`src/rtl/core/owbm_pkg.sv`:
```
package owbm_pkg;

   localparam int unsigned NUM_REGS = 8;
   localparam int unsigned REG_IDX_W = 3;
   localparam int unsigned TICK_W = 8;
   localparam int unsigned BIT_IDX_W = 3;
   localparam int unsigned BYTE_W = 8;

   typedef enum logic [1:0] {
      CMD_TICK  = 2'd0,
      CMD_RESET = 2'd1,
      CMD_WRITE = 2'd2,
      CMD_READ  = 2'd3
   } cmd_type;

   typedef enum logic [REG_IDX_W-1:0] {
      REG_RESET_LOW     = 3'd0,
      REG_PRESENCE_WAIT = 3'd1,
      REG_RESET_RECOVER = 3'd2,
      REG_SLOT_START    = 3'd3,
      REG_WRITE_HOLD    = 3'd4,
      REG_READ_SAMPLE   = 3'd5,
      REG_READ_RECOVER  = 3'd6,
      REG_SLOT_GAP      = 3'd7
   } reg_idx_type;

   typedef enum logic [8:0] {
      PH_IDLE        = 9'b000000001,
      PH_RST_LOW     = 9'b000000010,
      PH_RST_WAIT    = 9'b000000100,
      PH_RST_RECOVER = 9'b000001000,
      PH_SLOT_START  = 9'b000010000,
      PH_WRITE_HOLD  = 9'b000100000,
      PH_READ_WAIT   = 9'b001000000,
      PH_READ_RECOV  = 9'b010000000,
      PH_GAP         = 9'b100000000
   } phase_type;

   // one classified beat as it sits in the queue
   typedef struct packed {
      logic              is_tick;
      cmd_type           cmd;
      logic [BYTE_W-1:0] data;
      logic              line;
   } item_type;

   typedef struct packed {
      logic     valid;
      item_type item;
   } push_type;

   typedef struct packed {
      logic     valid;
      item_type item;
   } head_type;

   function automatic logic [TICK_W-1:0] reg_reset_value(input reg_idx_type idx);
      logic [TICK_W-1:0] v;
      begin
         unique case (idx)
            REG_RESET_LOW:     v = 8'd96;
            REG_PRESENCE_WAIT: v = 8'd12;
            REG_RESET_RECOVER: v = 8'd96;
            REG_SLOT_START:    v = 8'd1;
            REG_WRITE_HOLD:    v = 8'd12;
            REG_READ_SAMPLE:   v = 8'd1;
            REG_READ_RECOVER:  v = 8'd10;
            REG_SLOT_GAP:      v = 8'd1;
            default:           v = 8'd1;
         endcase
         return v;
      end
   endfunction

endpackage

```
`src/rtl/core/owbm_channels.sv`:
```
interface owbm_req_if;
   logic       valid;
   logic       ready;
   logic [1:0] command;
   logic [7:0] write_data;
   logic       line_level;

   modport source (output valid, command, write_data, line_level, input ready);
   modport sink (input valid, command, write_data, line_level, output ready);
endinterface

interface owbm_rsp_if;
   logic       valid;
   logic       ready;
   logic       drive_low;
   logic       busy_res;
   logic       done_res;
   logic       presence_seen;
   logic [7:0] read_data;
   logic       rejected;

   modport source (output valid, drive_low, busy_res, done_res, presence_seen, read_data,
                   rejected, input ready);
   modport sink (input valid, drive_low, busy_res, done_res, presence_seen, read_data,
                 rejected, output ready);
endinterface

interface owbm_csr_if;
   logic       valid;
   logic       ready;
   logic [2:0] index;
   logic [7:0] data;

   modport source (output valid, index, data, input ready);
   modport sink (input valid, index, data, output ready);
endinterface

```
`src/rtl/core/owbm_front.sv`:
```
module owbm_front import owbm_pkg::*; (
   owbm_req_if.sink   req_bus,
   output push_type   push,
   input  logic       push_ready
);

   item_type item;

   always_comb begin
      item.cmd     = cmd_type'(req_bus.command);
      item.is_tick = (item.cmd == CMD_TICK);
      item.line    = req_bus.line_level;
      // only a write loads its byte into the shifter, read starts from zero
      item.data    = (item.cmd == CMD_WRITE) ? req_bus.write_data : '0;
   end

   assign push.valid    = req_bus.valid;
   assign push.item     = item;
   assign req_bus.ready = push_ready;

endmodule

```
`src/rtl/core/owbm_queue.sv`:
```
module owbm_queue import owbm_pkg::*; (
   input  logic     clock,
   input  logic     reset,
   input  push_type push,
   output logic     push_ready,
   output head_type head,
   input  logic     pop
);

   item_type   entry_ff [2];
   logic       wr_ptr_ff, wr_ptr_in;
   logic       rd_ptr_ff, rd_ptr_in;
   logic [1:0] count_ff, count_in;
   logic       do_push;
   logic       do_pop;

   assign push_ready = (count_ff != 2'd2);
   assign do_push    = push.valid && push_ready;
   assign do_pop     = pop && (count_ff != 2'd0);

   assign head.valid = (count_ff != 2'd0);
   assign head.item  = entry_ff[rd_ptr_ff];

   always_comb begin
      wr_ptr_in = do_push ? ~wr_ptr_ff : wr_ptr_ff;
      rd_ptr_in = do_pop ? ~rd_ptr_ff : rd_ptr_ff;
      count_in  = count_ff;
      if (do_push && !do_pop) begin
         count_in = count_ff + 2'd1;
      end else if (do_pop && !do_push) begin
         count_in = count_ff - 2'd1;
      end
   end

   always_ff @(posedge clock) begin
      if (reset) begin
         wr_ptr_ff <= 1'b0;
         rd_ptr_ff <= 1'b0;
         count_ff  <= 2'd0;
      end else begin
         wr_ptr_ff <= wr_ptr_in;
         rd_ptr_ff <= rd_ptr_in;
         count_ff  <= count_in;
      end
   end

   always_ff @(posedge clock) begin
      if (do_push) begin
         entry_ff[wr_ptr_ff] <= push.item;
      end
   end

endmodule

```
`src/rtl/core/owbm_engine.sv`:
```
module owbm_engine import owbm_pkg::*; (
   input  logic       clock,
   input  logic       reset,
   input  head_type   head,
   output logic       pop,
   owbm_csr_if.sink   csr_bus,
   owbm_rsp_if.source rsp_bus
);

   logic [TICK_W-1:0]    cfg_ff [NUM_REGS];
   phase_type            phase_ff, phase_in;
   logic [TICK_W-1:0]    count_ff, count_in;
   logic [BIT_IDX_W-1:0] bit_ff, bit_in;
   logic [BYTE_W-1:0]    shift_ff, shift_in;
   logic                 pres_ff, pres_in;
   cmd_type              op_ff, op_in;

   logic                 rsp_valid_ff, rsp_valid_in;
   logic                 drive_ff, drive_in;
   logic                 busy_ff, busy_in;
   logic                 done_ff, done_in;
   logic [BYTE_W-1:0]    rdata_ff, rdata_in;
   logic                 rej_ff, rej_in;

   logic                 take;
   logic [TICK_W-1:0]    count_inc;
   logic [TICK_W-1:0]    raw_len;
   logic [TICK_W-1:0]    limit;
   logic                 gap_off;

   assign csr_bus.ready = 1'b1;
   assign take = head.valid && (!rsp_valid_ff || rsp_bus.ready);
   assign pop  = take;
   assign gap_off = (cfg_ff[REG_SLOT_GAP] == '0);
   assign count_inc = count_ff + 8'd1;

   always_comb begin
      unique case (phase_ff)
         PH_RST_LOW:     raw_len = cfg_ff[REG_RESET_LOW];
         PH_RST_WAIT:    raw_len = cfg_ff[REG_PRESENCE_WAIT];
         PH_RST_RECOVER: raw_len = cfg_ff[REG_RESET_RECOVER];
         PH_SLOT_START:  raw_len = cfg_ff[REG_SLOT_START];
         PH_WRITE_HOLD:  raw_len = cfg_ff[REG_WRITE_HOLD];
         PH_READ_WAIT:   raw_len = cfg_ff[REG_READ_SAMPLE];
         PH_READ_RECOV:  raw_len = cfg_ff[REG_READ_RECOVER];
         default:        raw_len = cfg_ff[REG_SLOT_GAP];
      endcase
      // a zero length behaves as one tick; a zero slot gap skips the gap phase
      limit = (raw_len == '0) ? 8'd1 : raw_len;
   end

   always_comb begin
      phase_in = phase_ff;
      count_in = count_ff;
      bit_in   = bit_ff;
      shift_in = shift_ff;
      pres_in  = pres_ff;
      op_in    = op_ff;
      done_in  = 1'b0;
      rej_in   = 1'b0;

      if (take) begin
         if (!head.item.is_tick) begin
            if (phase_ff != PH_IDLE) begin
               rej_in = 1'b1;
            end else begin
               op_in    = head.item.cmd;
               bit_in   = '0;
               count_in = '0;
               if (head.item.cmd == CMD_RESET) begin
                  pres_in  = 1'b0;
                  phase_in = PH_RST_LOW;
               end else begin
                  shift_in = head.item.data;
                  phase_in = PH_SLOT_START;
               end
            end
         end else if (phase_ff != PH_IDLE) begin
            count_in = count_inc;
            if (count_inc >= limit) begin
               count_in = '0;
               unique case (phase_ff) inside
                  PH_RST_LOW: begin
                     phase_in = PH_RST_WAIT;
                  end
                  PH_RST_WAIT: begin
                     pres_in  = ~head.item.line;
                     phase_in = PH_RST_RECOVER;
                  end
                  PH_RST_RECOVER: begin
                     phase_in = PH_IDLE;
                     done_in  = 1'b1;
                  end
                  PH_SLOT_START: begin
                     phase_in = (op_ff == CMD_WRITE) ? PH_WRITE_HOLD : PH_READ_WAIT;
                  end
                  PH_READ_WAIT: begin
                     shift_in[bit_ff] = shift_ff[bit_ff] | head.item.line;
                     phase_in = PH_READ_RECOV;
                  end
                  PH_WRITE_HOLD, PH_READ_RECOV: begin
                     // slot end: last bit finishes, otherwise gap or next slot
                     if (bit_ff == '1) begin
                        phase_in = PH_IDLE;
                        done_in  = 1'b1;
                     end else if (gap_off) begin
                        bit_in   = bit_ff + 3'd1;
                        phase_in = PH_SLOT_START;
                     end else begin
                        phase_in = PH_GAP;
                     end
                  end
                  PH_GAP: begin
                     bit_in   = bit_ff + 3'd1;
                     phase_in = PH_SLOT_START;
                  end
                  default: begin
                     phase_in = PH_IDLE;
                  end
               endcase
            end
         end
      end

      drive_in = (phase_in == PH_RST_LOW) || (phase_in == PH_SLOT_START) ||
                 ((phase_in == PH_WRITE_HOLD) && !shift_in[bit_in]);
      busy_in  = (phase_in != PH_IDLE);
      rdata_in = ((phase_in == PH_IDLE) && (op_in == CMD_READ)) ? shift_in : '0;

      rsp_valid_in = take ? 1'b1 : (rsp_bus.ready ? 1'b0 : rsp_valid_ff);
   end

   always_ff @(posedge clock) begin
      if (reset) begin
         phase_ff     <= PH_IDLE;
         count_ff     <= '0;
         bit_ff       <= '0;
         shift_ff     <= '0;
         pres_ff      <= 1'b0;
         op_ff        <= CMD_TICK;
         rsp_valid_ff <= 1'b0;
      end else begin
         phase_ff     <= phase_in;
         count_ff     <= count_in;
         bit_ff       <= bit_in;
         shift_ff     <= shift_in;
         pres_ff      <= pres_in;
         op_ff        <= op_in;
         rsp_valid_ff <= rsp_valid_in;
      end
   end

   always_ff @(posedge clock) begin
      if (reset) begin
         for (int i = 0; i < NUM_REGS; i++) begin
            cfg_ff[reg_idx_type'(i)] <= reg_reset_value(reg_idx_type'(i));
         end
      end else if (csr_bus.valid) begin
         cfg_ff[csr_bus.index] <= csr_bus.data;
      end
   end

   // result beat register
   always_ff @(posedge clock) begin
      if (take) begin
         drive_ff <= drive_in;
         busy_ff  <= busy_in;
         done_ff  <= done_in;
         rdata_ff <= rdata_in;
         rej_ff   <= rej_in;
      end
   end

   assign rsp_bus.valid         = rsp_valid_ff;
   assign rsp_bus.drive_low     = drive_ff;
   assign rsp_bus.busy_res      = busy_ff;
   assign rsp_bus.done_res      = done_ff;
   assign rsp_bus.presence_seen = pres_ff;
   assign rsp_bus.read_data     = rdata_ff;
   assign rsp_bus.rejected      = rej_ff;

endmodule

```
`src/rtl/core/one_wire_bus_master.sv`:
```
// 1-Wire bus master driven by a stream of beats, each either a command (reset with
// presence detect, write byte, read byte, LSB first) or a 5 us tick carrying the
// sampled bus level; every beat returns one result beat with drive_low, busy, done,
// presence, read data and rejected. Phase lengths are eight 8-bit tick-count
// registers; the user must write them on the csr channel while the master is idle,
// which the block does not enforce. Throughput is one beat per clock while the
// result side is ready. The front decodes into a two-entry queue; the engine retires
// one beat per cycle into a registered result stage. A request beat passes through
// a queue entry and the result register; the queue absorbs a stall on either side.
module one_wire_bus_master import owbm_pkg::*; (
   input  logic       clock,
   input  logic       reset,
   owbm_req_if.sink   req_bus,
   owbm_rsp_if.source rsp_bus,
   owbm_csr_if.sink   csr_bus
);

   push_type push;
   logic     push_ready;
   head_type head;
   logic     pop;

   owbm_front u_front (
      .req_bus    (req_bus),
      .push       (push),
      .push_ready (push_ready)
   );

   owbm_queue u_queue (
      .clock      (clock),
      .reset      (reset),
      .push       (push),
      .push_ready (push_ready),
      .head       (head),
      .pop        (pop)
   );

   owbm_engine u_engine (
      .clock   (clock),
      .reset   (reset),
      .head    (head),
      .pop     (pop),
      .csr_bus (csr_bus),
      .rsp_bus (rsp_bus)
   );

endmodule
```
`src/flat_wrapper.sv`:
```
// flat-port wrapper written by rule: the top's interface ports become plain ports
module one_wire_bus_master_flat import owbm_pkg::*;
  (clock, reset, req_bus_valid, req_bus_command, req_bus_write_data, req_bus_line_level, req_bus_ready, rsp_bus_valid, rsp_bus_drive_low, rsp_bus_busy_res, rsp_bus_done_res, rsp_bus_presence_seen, rsp_bus_read_data, rsp_bus_rejected, rsp_bus_ready, csr_bus_valid, csr_bus_index, csr_bus_data, csr_bus_ready);
  owbm_req_if req_bus_i ();
  owbm_rsp_if rsp_bus_i ();
  owbm_csr_if csr_bus_i ();
  input  logic clock;
  input  logic reset;
  input wire logic [$bits(req_bus_i.valid)-1:0] req_bus_valid;
  input wire logic [$bits(req_bus_i.command)-1:0] req_bus_command;
  input wire logic [$bits(req_bus_i.write_data)-1:0] req_bus_write_data;
  input wire logic [$bits(req_bus_i.line_level)-1:0] req_bus_line_level;
  output wire logic [$bits(req_bus_i.ready)-1:0] req_bus_ready;
  output wire logic [$bits(rsp_bus_i.valid)-1:0] rsp_bus_valid;
  output wire logic [$bits(rsp_bus_i.drive_low)-1:0] rsp_bus_drive_low;
  output wire logic [$bits(rsp_bus_i.busy_res)-1:0] rsp_bus_busy_res;
  output wire logic [$bits(rsp_bus_i.done_res)-1:0] rsp_bus_done_res;
  output wire logic [$bits(rsp_bus_i.presence_seen)-1:0] rsp_bus_presence_seen;
  output wire logic [$bits(rsp_bus_i.read_data)-1:0] rsp_bus_read_data;
  output wire logic [$bits(rsp_bus_i.rejected)-1:0] rsp_bus_rejected;
  input wire logic [$bits(rsp_bus_i.ready)-1:0] rsp_bus_ready;
  input wire logic [$bits(csr_bus_i.valid)-1:0] csr_bus_valid;
  input wire logic [$bits(csr_bus_i.index)-1:0] csr_bus_index;
  input wire logic [$bits(csr_bus_i.data)-1:0] csr_bus_data;
  output wire logic [$bits(csr_bus_i.ready)-1:0] csr_bus_ready;
  assign req_bus_i.valid = req_bus_valid;
  assign req_bus_i.command = req_bus_command;
  assign req_bus_i.write_data = req_bus_write_data;
  assign req_bus_i.line_level = req_bus_line_level;
  assign req_bus_ready = req_bus_i.ready;
  assign rsp_bus_valid = rsp_bus_i.valid;
  assign rsp_bus_drive_low = rsp_bus_i.drive_low;
  assign rsp_bus_busy_res = rsp_bus_i.busy_res;
  assign rsp_bus_done_res = rsp_bus_i.done_res;
  assign rsp_bus_presence_seen = rsp_bus_i.presence_seen;
  assign rsp_bus_read_data = rsp_bus_i.read_data;
  assign rsp_bus_rejected = rsp_bus_i.rejected;
  assign rsp_bus_i.ready = rsp_bus_ready;
  assign csr_bus_i.valid = csr_bus_valid;
  assign csr_bus_i.index = csr_bus_index;
  assign csr_bus_i.data = csr_bus_data;
  assign csr_bus_ready = csr_bus_i.ready;
  one_wire_bus_master u_core (.clock(clock), .reset(reset), .req_bus(req_bus_i), .rsp_bus(rsp_bus_i), .csr_bus(csr_bus_i));
endmodule
```
`config.mk`:
```
export PLATFORM = sky130hd
export DESIGN_NAME = one_wire_bus_master_flat
export DESIGN_NICKNAME = d
export VERILOG_FILES = /design/src/rtl/core/owbm_pkg.sv /design/src/rtl/core/owbm_channels.sv /design/src/rtl/core/owbm_front.sv /design/src/rtl/core/owbm_queue.sv /design/src/rtl/core/owbm_engine.sv /design/src/rtl/core/one_wire_bus_master.sv /design/src/flat_wrapper.sv
export SDC_FILE = /design/constraint.sdc
export NUM_CORES = 1
export LEC_CHECK = 0
export BUFFER_PORTS_ARGS = -buffer_cell sky130_fd_sc_hd__buf_2
export CORE_ASPECT_RATIO = 0.9
export CORE_MARGIN = 3
export CORE_UTILIZATION = 60
export DETAILED_ROUTE_END_ITERATION = 7
export HOLD_SLACK_MARGIN = 0.05
export PLACE_DENSITY_LB_ADDON = 0.3
export SETUP_SLACK_MARGIN = 0.1
export SYNTH_ARGS = -nofsm -noshare
export SYNTH_HDL_FRONTEND = slang
export SYNTH_SLANG_ARGS = --single-unit
```
`constraint.sdc`:
```
create_clock -name clock -period 13.52 [get_ports clock]
set_clock_uncertainty 0.15 [all_clocks]
set_input_delay 0 -clock clock [delete_from_list [all_inputs] [get_ports clock]]
set_output_delay 0 -clock clock [all_outputs]
set_load 0.02 [all_outputs]
```
Word level (Yosys, flattened, before mapping)
Memory sizes are Yosys's and may differ from the RTL's. A register that Yosys moved wholly into a read port is not among the register bits. Index checks and enable logic that the tools add are counted.

RAM bits: 88. Register bits: 48. Memories: 2. Output and inout port bits: 16.

Reduce and logical (&&, ||, !) cells: 27. Equal/unequal tests: 24. Mux-type cells: 71. Add/sub/neg operators: 4. Bitwise gates (word level): 4. $lt $le $gt $ge: 4.

Memories: u_core.u_engine.cfg_ff (depth 8, width 8, rd ports 8, clocked after memory_dff 0, write ports 8, RTL line owbm_engine.sv:10) `logic [TICK_W-1:0] cfg_ff [NUM_REGS];`; u_core.u_queue.entry_ff (depth 2, width 12, rd ports 1, clocked after memory_dff 1, write ports 1, RTL line owbm_queue.sv:10) `item_type entry_ff [2];`.

Operators by type and width (count): two-way mux 8 bit (18); two-way mux 9 bit (7); one-hot mux 8 bit (7 select lines) (1); one-hot mux 9 bit (6 select lines) (1); two-way mux 3 bit (8); two-way mux 1 bit (23); == test 9 x 2 -> 1 bit, second input constant (2); == test 9 x 5 -> 1 bit, second input constant (2); == test 9 x 6 -> 1 bit, second input constant (2); inequality test 9 x 1 -> 1 bit, second input constant (2); zero test 8 bit (2); two-way mux 2 bit (5); == test 9 x 1 -> 1 bit, second input constant (1); == test 9 x 3 -> 1 bit, second input constant (1); == test 9 x 4 -> 1 bit, second input constant (1); == test 9 x 7 -> 1 bit, second input constant (1); == test 9 x 8 -> 1 bit, second input constant (1); == test 9 bit, second input constant (1); adder 8 x 1 -> 8 bit, second input constant (1); bitwise mux 8 bit (1); >= comparator 8 bit (1); logical AND 1 bit (8); less-than comparator 3 x 4 -> 1 bit, second input constant (2); nonzero test 2 bit (4); other kinds (24) (38).

Longest topological paths before layout
Gate-level depths: netlist of the first run.

Depth after elaboration: 15. Mapped depth: 21. Mapped depth without buffers: 19.

Modules after synthesis
Synthesis of the first run repeated with hierarchy kept, for this count alone.

Cell total of the unflattened synthesis: 630. Area, all modules: 6952.9 um2.

By module, submodules not included: owbm_engine (area an instance 5758.0 um2, instances 1, sequential area each 2922.8 um2, cells an instance 555); owbm_queue (area an instance 1083.5 um2, instances 1, sequential area each 820.8 um2, cells an instance 61); owbm_front (area an instance 111.4 um2, instances 1, sequential area each 0.0 um2, cells an instance 14).

Least setup slack after synthesis of the first run
Ideal clock, no wire load.

Path kind: register -> register. From: reg u_core.u_engine.phase_ff[2]. To: reg u_core.u_engine.drive_ff (netlist: u_core.u_engine.rsp_bus.drive_low) (data pin). Setup time: 257 ps. Slack: 8861 ps. Clock period less this slack: 4659 ps. Cell stages (with the launch flop): 21. Arrival: 4252 ps. Cell sequence: dfxtp_1 > buf_2 > nor3_4 > and3_1 > clkbuf_1 > nor2_1 > nand3_1 > nor2_1 > mux2i_1 > nand3_1 > o21ai_1 > ha_1 > nand2b_1 > a2111oi_2 > o31ai_4 > and4_2 > a31oi_4 > mux2_1 > a211oi_1 > a211o_1 > o21ai_1.

Longest elaborated chain between the ends: 14. Elaborated cells on any way between the ends: 41.

Ends and longest elaborated chain: start: declaration (RTL line owbm_engine.sv:11) `phase_type phase_ff, phase_in;`; start signal: assignment (RTL line owbm_engine.sv:143) `phase_ff <= phase_in;`; == test 9 x 8 -> 1 bit, or another cell as far along (RTL line owbm_engine.sv:38) `unique case (phase_ff)`; one-hot mux 8 bit (7 select lines) (RTL line owbm_engine.sv:38); zero test 8 bit (RTL line owbm_engine.sv:49) `limit = (raw_len == '0) ? 8'd1 : raw_len;`; two-way mux 8 bit (RTL line owbm_engine.sv:49); >= comparator 8 bit (RTL line owbm_engine.sv:80) `if (count_inc >= limit) begin`; two-way mux 8 bit / two-way mux 3 bit (equally long branches) (RTL line owbm_engine.sv:80); two-way mux 8 bit / two-way mux 3 bit (equally long branches) (RTL line owbm_engine.sv:78) `end else if (phase_ff != PH_IDLE) begin`; two-way mux 8 bit / two-way mux 3 bit (equally long branches) (RTL line owbm_engine.sv:63) `if (!head.item.is_tick) begin`; two-way mux 8 bit / two-way mux 3 bit (equally long branches) (RTL line owbm_engine.sv:62) `if (take) begin`; binary-select mux 1 bit (select 3 bit) (RTL line owbm_engine.sv:126) `((phase_in == PH_WRITE_HOLD) && !shift_in[bit_in]);`; two-way mux 1 bit (implied by the code) (RTL line owbm_engine.sv:126); zero test 1 bit (RTL line owbm_engine.sv:126); logical AND 1 bit (RTL line owbm_engine.sv:126); logical OR 1 bit * (RTL line owbm_engine.sv:125) `drive_in = (phase_in == PH_RST_LOW) || (phase_in == PH_SLOT_START) ||`; named net u_core.u_engine.drive_in (RTL line owbm_engine.sv:19) `logic drive_ff, drive_in;`; end signal: assignment (RTL line owbm_engine.sv:166) `drive_ff <= drive_in;`; end: declaration (RTL line owbm_engine.sv:19).

Mark *: on every way through the listed nets, which the timed path passes. The rest lies on a longest branch. The select of a mux whose other input is x is not followed. A chain may end at the register's enable or synchronous reset.

Worst setup path after layout of the first run
From: reg u_core.u_engine.phase_ff[1]. To: reg u_core.u_engine.rdata_ff[1] (netlist: u_core.u_engine.rsp_bus.read_data[1]) (data pin).

Longest elaborated chain between the ends: 11. Elaborated cells on any way between the ends: 32.

Ends and longest elaborated chain: == test 9 x 8 -> 1 bit, or another cell as far along (RTL line owbm_engine.sv:38); one-hot mux 8 bit (7 select lines) (RTL line owbm_engine.sv:38); zero test 8 bit (RTL line owbm_engine.sv:49); two-way mux 8 bit (RTL line owbm_engine.sv:49); >= comparator 8 bit (RTL line owbm_engine.sv:80); two-way mux 9 bit (RTL line owbm_engine.sv:80); two-way mux 9 bit (RTL line owbm_engine.sv:78); two-way mux 9 bit (RTL line owbm_engine.sv:63); two-way mux 9 bit (RTL line owbm_engine.sv:62); == test 9 x 1 -> 1 bit (RTL line owbm_engine.sv:128) `rdata_in = ((phase_in == PH_IDLE) && (op_in == CMD_READ)) ? shift_in : '0;`; logical AND 1 bit (RTL line owbm_engine.sv:128); end signal: assignment (RTL line owbm_engine.sv:169) `rdata_ff <= rdata_in;`; end: declaration (RTL line owbm_engine.sv:22) `logic [BYTE_W-1:0] rdata_ff, rdata_in;`.

Parallel ways exist; a longest one is shown, timed or not.

==> run metrics, run 1 <==
run status finished clean; Worst Path Max Fanout 8; Layout fillers about 750; fmax 177 MHz; Post-CTS Setup Inserts 0; final setup fails 0; routed length per placed instance 20.5 µm; Pleak roughly 0.0030 µW; starting density of the core between 60% and 70%; maximum vdd drop between 0.1 and 0.15 mV; vias in the first global route roughly 5100; first-pass GRT wire length between 20000 and 30000 µm; clock-pin slew on the worst setup and hold paths about 0.06 ns; CTS Hold Bufs 29; Post-synth ARST share 0%; Least-Margin Pin Slew ~1.0 ns; Arrival @ worst endpoint between 5 and 6 ns; Synth Flop Type edfxtp_1; Tmin final 5.65 ns; CTS Buf Count 17; die area 0.0128 mm²; Max Root-Sink Buffers 2; WS Path Type reg -> reg; post-synth cell types 85; clk_lat worst skew 0.42 ns; total of warnings raised by yosys 0; pin count of the biggest net entering global routing 48; Clk Tree Root Cell clkbuf_16; antenna diode count 0; area of the multi-input gates about 0.003 mm²; CTS tree built; row cnt 36; DRT Wirelength approximately 17000 µm; final hold violation count 0; FF+latch count, synth 137; FF/Latch Area between 0.003 and 0.004 mm²; Clock Sinks ~140; die width 119 µm; Chip Height 108 µm; DRT iter0 DRCs around 560; synthesized instance count 598; Max-Cap Viols 0; via density per instance around 6.3; layout cells sized above 1 between 15 and 20%; Slew HR 30.0%; H-Tree Level Count 4; first-pass iteration count of the detailed router 5; antenna-violating nets left 0; RSZ-0062 raised after global routing false; type of element launching the critical path flip-flop; Vias about 5200; register area share after synthesis a little over half; design area about 0.0080 mm²; Worst EP required ~14 ns; Post-DP Area 0.00715 mm²; Final Cycle Share between 40% and 50%; I/O pin cnt 43; min-delay worst type in -> reg; synthesized area 0.00688 mm²; GPL Wtd Cong about 0.96; grt ovf 0; Mapped Nets 638; Final Net Count roughly 710; final setup TNS 0 ns; Cell Pwr Density 173 mW/mm²; Crit. End Element flip-flop; Layout area overhead 16.9%; core area about 0.011 mm²; # port buffers approximately 40; hold_ws about 0.061 ns; post-CTS sizing 0; Slew Limit Fails 0; Post-synth EDFFs 100; Detailed Place HPWL between 10000 and 15000 µm; DRC 0; gr usage total between 20% and 30%; Synth Area per Inst 11.5 µm²; initial antenna violation count 0
-- final cells by class --
cell class                 instances  area share, %
clock buffer                      22           5.65
inverter                          10          0.483
timing repair buffer              71           6.26
multi-input combinational        430           36.9
tap                              152           2.37
sequential                       137           46.6
clock inverter                    10           1.81
-- per-stage QoR --
| step | utilization [%] | setup WS [ns] | total power [µW] | std cells |
|---|---|---|---|---|
| after floorplan | - | 8.86 | 815 | 598 |
| after global placement | 65.0 | 8.19 | 901 | 771 |
| after detailed placement | 65.0 | 8.04 | 911 | 771 |
| after CTS | 73.1 | 7.96 | 1390 | 832 |
| after global routing | 73.1 | 7.53 | 1450 | 832 |
| final | 73.1 | 7.87 | 1390 | 832 |
-- final timing paths --
path	from	endpoint	slack, ns	cells past startpoint
worst min-delay path	reset	u_core.u_engine.count_ff[0]$_SDFFE_PP0P_	0.06	2
worst max-delay path	u_core.u_engine.phase_ff[1]$_SDFF_PP0_	u_core.u_engine.rsp_bus.read_data[1]$_SDFFCE_PN0P_	7.87	18
worst max register to register	u_core.u_engine.phase_ff[1]$_SDFF_PP0_	u_core.u_engine.rsp_bus.read_data[1]$_SDFFCE_PN0P_	7.87	18
worst min register to register	u_core.u_engine.op_ff[1]$_SDFF_PP0_	u_core.u_engine.op_ff[1]$_SDFF_PP0_	0.36	2
-- power by group --
group | internal [µW] | switching, µW
logic | 123 | 233
clock network | 296 | 174
registers | 520 | 44.9
total | 939 | 452
-- logic make-up after synthesis --
logic type	share of synthesized area [%]
compound gates	12.3
xor+xnor	1.53
fa+ha+maj	2.37
buf+inv	2.47
flops	54.4
mux	3.84
other cells	0.0545
simple gates	23.0
-- worst max-delay path: stages (launching register included) --
cell and delay, ns:
dfxtp_1 0.42, nor3_4 0.42, nand2_1 0.16, nor4b_2 0.88
a22oi_1 0.26, nand3_1 0.17, a21oi_1 0.07, nand4_1 0.13
o21ai_1 0.08, ha_1 0.29, nand2b_1 0.15, a2111oi_2 0.59
o31a_2 0.28, nor3_1 0.08, o21ai_1 0.41, a32oi_1 0.18
nor2b_1 0.20, nand4_1 0.30, nor2_1 0.10
-- placed cells by master, fill, tap and decap left out, types with 4 or more instances in the layout --
| cell type | Yosys | final |
|---|---|---|
| and2_1 | 60 | 60 |
| inv_1 | 8 | 8 |
| and3_1 | 4 | 4 |
| edfxtp_1 | 100 | 100 |
| ha_1 | 13 | 13 |
| nand2b_1 | 11 | 11 |
| mux2i_1 | 17 | 17 |
| or3_1 | 10 | 10 |
| dlygate4sd3_1 | 0 | 29 |
| dfxtp_1 | 37 | 37 |
| clkbuf_16 | 0 | 17 |
| a31oi_1 | 8 | 8 |
| a222oi_1 | 9 | 9 |
| buf_2 | 1 | 41 |
| nand4_1 | 6 | 6 |
| nor3_1 | 14 | 14 |
| xnor2_1 | 5 | 5 |
| clkbuf_1 | 11 | 4 |
| a22oi_1 | 27 | 27 |
| a21oi_1 | 17 | 17 |
| or2_2 | 8 | 8 |
| xor2_1 | 7 | 7 |
| o21ai_0 | 14 | 14 |
| nor2_1 | 69 | 69 |
| nor2b_1 | 10 | 10 |
| nand2_1 | 22 | 22 |
| nand3_1 | 20 | 20 |
-- Yosys cell counts, types with 3 or more instances --
library cell,number,area share [%]
a31oi_1,8,0.73
o21ai_1,3,0.22
nor3_2,3,0.44
buf_4,3,0.33
a21oi_1,17,1.2
mux2_2,3,0.49
a222oi_1,9,1.3
dfxtp_1,37,11
nor3_1,14,1.0
nor2b_1,10,0.91
o21ai_0,14,1.0
or2_2,8,0.73
or3_1,10,0.91
nand2b_1,11,1.0
xnor2_1,5,0.64
ha_1,13,2.4
nor2_1,69,3.8
clkbuf_1,11,0.60
a22oi_1,27,2.9
edfxtp_1,100,44
inv_1,8,0.44
nand2_1,22,1.2
and2_1,60,5.5
o21a_1,3,0.33
nand4_1,6,0.55
mux2i_1,17,2.5
a211oi_1,3,0.33
clkbuf_8,3,0.60
nor4_1,3,0.27
nand3_1,20,1.5
and3_1,4,0.36
xor2_1,7,0.89
-- state kept, by name (all words and copies together) (netlist names), 2 cells and up, named ones only --
register                           cells
u_core.u_engine.bit_ff                 3
u_core.u_engine.cfg_ff                64
u_core.u_engine.count_ff               8
u_core.u_engine.op_ff                  2
u_core.u_engine.phase_ff               9
u_core.u_engine.rsp_bus.read_data      8
u_core.u_engine.shift_ff               8
u_core.u_queue.count_ff                2
u_core.u_queue.entry_ff               24
-- routing by layer --
| metal | vias to the layer above | track usage [%] | share of wire, % |
|---|---|---|---|
| met2 | 310 | 42.5 | 46 |
| met1 | 2480 | 39.2 | 41 |
| li1 | 2390 | - | - |
| met3 | 25 | 7.72 | 11 |
| met5 | - | 0 | 0 |
| met4 | 0 | 9.68 | 1.6 |
(Power assumes the default switching activity.)
==> run 2: changes to the inputs <==
- clock period: 13.52 -> 5.5 ns (I/O delays scaled with it)
==> run 2 against run 1 <==
Combinational power increased to 2.6 times the previous value. Wire length decreased by 0.70%. Clock power increased by 130%. Non-clock buffer count increased by 21. Power increased by 140%. Die area unchanged. Worst setup slack got worse by 7.5 ns. Sequential cell count unchanged. Global-route usage decreased by 0.72 points. Sequential share of layout area decreased by 0.78 points. Largest cell class unchanged.
==> run metrics, run 2 (synthesized netlist as in run 1, its figures left out) <==
Cell Chain, Critical Path nor3_4 -> and3_2 -> nor2_1 -> nand3_1 -> nor2_2 -> mux2i_1 -> nand3_1 -> o21ai_1 -> ha_1 -> nand2b_1 -> a2111oi_2 -> buf_4 -> o31ai_4 -> buf_4 -> and3_2 -> nor2_1 -> nand2_1 -> a211oi_1 -> a211o_1 -> o21ai_1; Chip Height approximately 110 µm; hold path depth 2; first-pass GRT wire length between 20000 and 30000 µm; WS Path Type reg -> reg; Clk Tree Root Cell clkbuf_16; vias in the first global route slightly below 5000; type of element launching the critical path flip-flop; min-delay src reset; DRT Wirelength ~17000 µm; Post-DP Area around 0.0072 mm²; placed cell count about 780; final hold violation count 0; cells on worst reg2reg path 20; reg2reg setup slack 0.41 ns; Final Net Count 728; Slew HR between 30% and 40%; Worst Path Max Fanout 13; top flop regs u_core.u_engine.cfg_ff (64), u_core.u_queue.entry_ff (24), u_core.u_engine.phase_ff (9); antenna diode count 0; Tot Pwr between 3000 and 4000 µW; core area ~0.011 mm²; most frequent cells in the layout edfxtp_1 (100), nor2_1 (68), and2_1 (60), buf_2 (41), dfxtp_1 (36); Layout area overhead 18.9%; I/O pin cnt 43; clock-pin slew on the worst setup and hold paths 0.06 ns; layout cells sized above 1 about a fifth; min-delay worst type in -> reg; worst-case hold path end point u_core.u_queue.wr_ptr_ff$_SDFFE_PP0P_; design area around 0.0082 mm²; # port buffers between 40 and 50; first-pass iteration count of the detailed router 7; CTS tree built; Vias between 5000 and 6000; Max Root-Sink Buffers 2; die area approximately 0.013 mm²; Crit. End Element flip-flop; GPL Wtd Cong approximately 0.93; Most flops, register u_core.u_engine.cfg_ff; pin count of the biggest net entering global routing between 40 and 50; most common cell after layout, fill and taps aside edfxtp_1; Tmin final between 5 and 6 ns; initial antenna violation count 0; Max-Cap Viols 0; fmax a little under 200 MHz; DRC 0; Clock Sinks 137; number of flip-flops in the largest register 64; H-Tree Level Count 4; DRT iter0 DRCs between 700 and 800; Pleak just over 0.003 µW; via density per instance between 6 and 7; R2R Path End u_core.u_engine.rsp_bus.drive_low$_DFFE_PP_; Worst R2R Start u_core.u_engine.phase_ff[2]$_SDFF_PP0_; Final Cycle Share roughly 90%; Cell Pwr Density approximately 420 mW/mm²; row cnt 36; maximum vdd drop 0.393 mV; hold_ws 0.0835 ns; gr usage total 27.3%; final setup TNS 0 ns; starting density of the core a little over three fifths; die width 119 µm; run status finished clean; final setup fails 0; antenna-violating nets left 0; routed length per placed instance just under 20 µm; Slew Limit Fails 0; Detailed Place HPWL 11600 µm; Least-Margin Pin Slew between 0.9 and 1 ns; clk_lat worst skew ~0.43 ns; grt ovf 0; Final Instance Count excl. Fillers about 850; Slowest Stage Delay on Critical Path 0.59 ns; RSZ-0062 raised after global routing false; CP max stage cell dfxtp_1; CTS Buf Count 17; Arrival @ worst endpoint 5.11 ns; Worst EP required about 5.5 ns
run 2: cell count changes in the layout (fill, tap and decap cells not counted), sizes merged:
cell / previous run / this run
buf: 42 / 61
clkbuf: 22 / 20
clkinv: 5 / 7
dlygate4sd3: 29 / 31
bufinv: 3 / 2
clkinvlp: 2 / 3
run 2: through the flow:
stage / setup slack [ns] / utilization, %
3_3_place_gp: 0.444 / 65.9
3_5_place_dp: 0.234 / 65.9
4_1_cts: 0.201 / 73.9
6_report: 0.413 / 74.4
5_1_grt: 0.0854 / 74.4
2_1_floorplan: 0.841 / -
run 2: layer usage:
| metal | vias up | GRT usage (%) | part of all wire [%] |
|---|---|---|---|
| met5 | - | 0 | 0 |
| met1 | 2569 | 39.4 | 43 |
| met4 | 0 | 7.53 | 1.2 |
| met2 | 289 | 41.1 | 46 |
| met3 | 24 | 7.30 | 9.8 |
| li1 | 2431 | - | - |
run 2: cell type report:
type | instances | area (µm²)
flip-flops and latches | 137 | 3740
multi-input cells | 430 | 2970
fillers | 731 | 2820
repair buffers | 92 | 666
clock buffers | 20 | 437
well taps | 152 | 190
clock inverters | 12 | 128
inverters | 10 | 38.8
run 2: critical path: cells and delay by family, from the launching register on:
family / cells / cell delay, ns
AO/OA/AOI/OAI: 6 / 1.19
buffers and inverters: 2 / 0.39
AND/OR/NAND/NOR: 10 / 1.96
adder cells (fa/ha/maj): 1 / 0.24
flip-flops: 1 / 0.59
multiplexers: 1 / 0.32
run 2: timing repair:
item                                   4_1_cts  5_1_grt
hold buffers                                31        0
resized for setup                            0        4
endpoints found under the hold margin       91        0
setup endpoints to repair                    0       10
setup buffers                                0        6
run 2: power by group:
part | internal [µW] | switching, µW | total (µW) | leakage [µW]
sequential | 1280 | 108 | 1390 | 0.00127
clock | 664 | 431 | 1100 | 0.000268
combinational | 340 | 585 | 925 | 0.00157
total | 2280 | 1120 | 3410 | 0.00310
run 2: worst max-delay path by stage:
stage                     slack [ns]                                            endpoint                                   start  cells after the start
after global routing            0.09         u_core.u_engine.rsp_bus.drive_low$_DFFE_PP_  u_core.u_engine.phase_ff[2]$_SDFF_PP0_                     20
after CTS                       0.20         u_core.u_engine.rsp_bus.drive_low$_DFFE_PP_  u_core.u_engine.phase_ff[0]$_SDFF_PP1_                     18
after detailed placement        0.23  u_core.u_engine.rsp_bus.read_data[3]$_SDFFCE_PN0P_  u_core.u_engine.phase_ff[0]$_SDFF_PP1_                     19
after global placement          0.44         u_core.u_engine.rsp_bus.drive_low$_DFFE_PP_  u_core.u_engine.phase_ff[1]$_SDFF_PP0_                     19
final                           0.41         u_core.u_engine.rsp_bus.drive_low$_DFFE_PP_  u_core.u_engine.phase_ff[2]$_SDFF_PP0_                     20
after floorplan                 0.84         u_core.u_engine.rsp_bus.drive_low$_DFFE_PP_  u_core.u_engine.phase_ff[2]$_SDFF_PP0_                     20
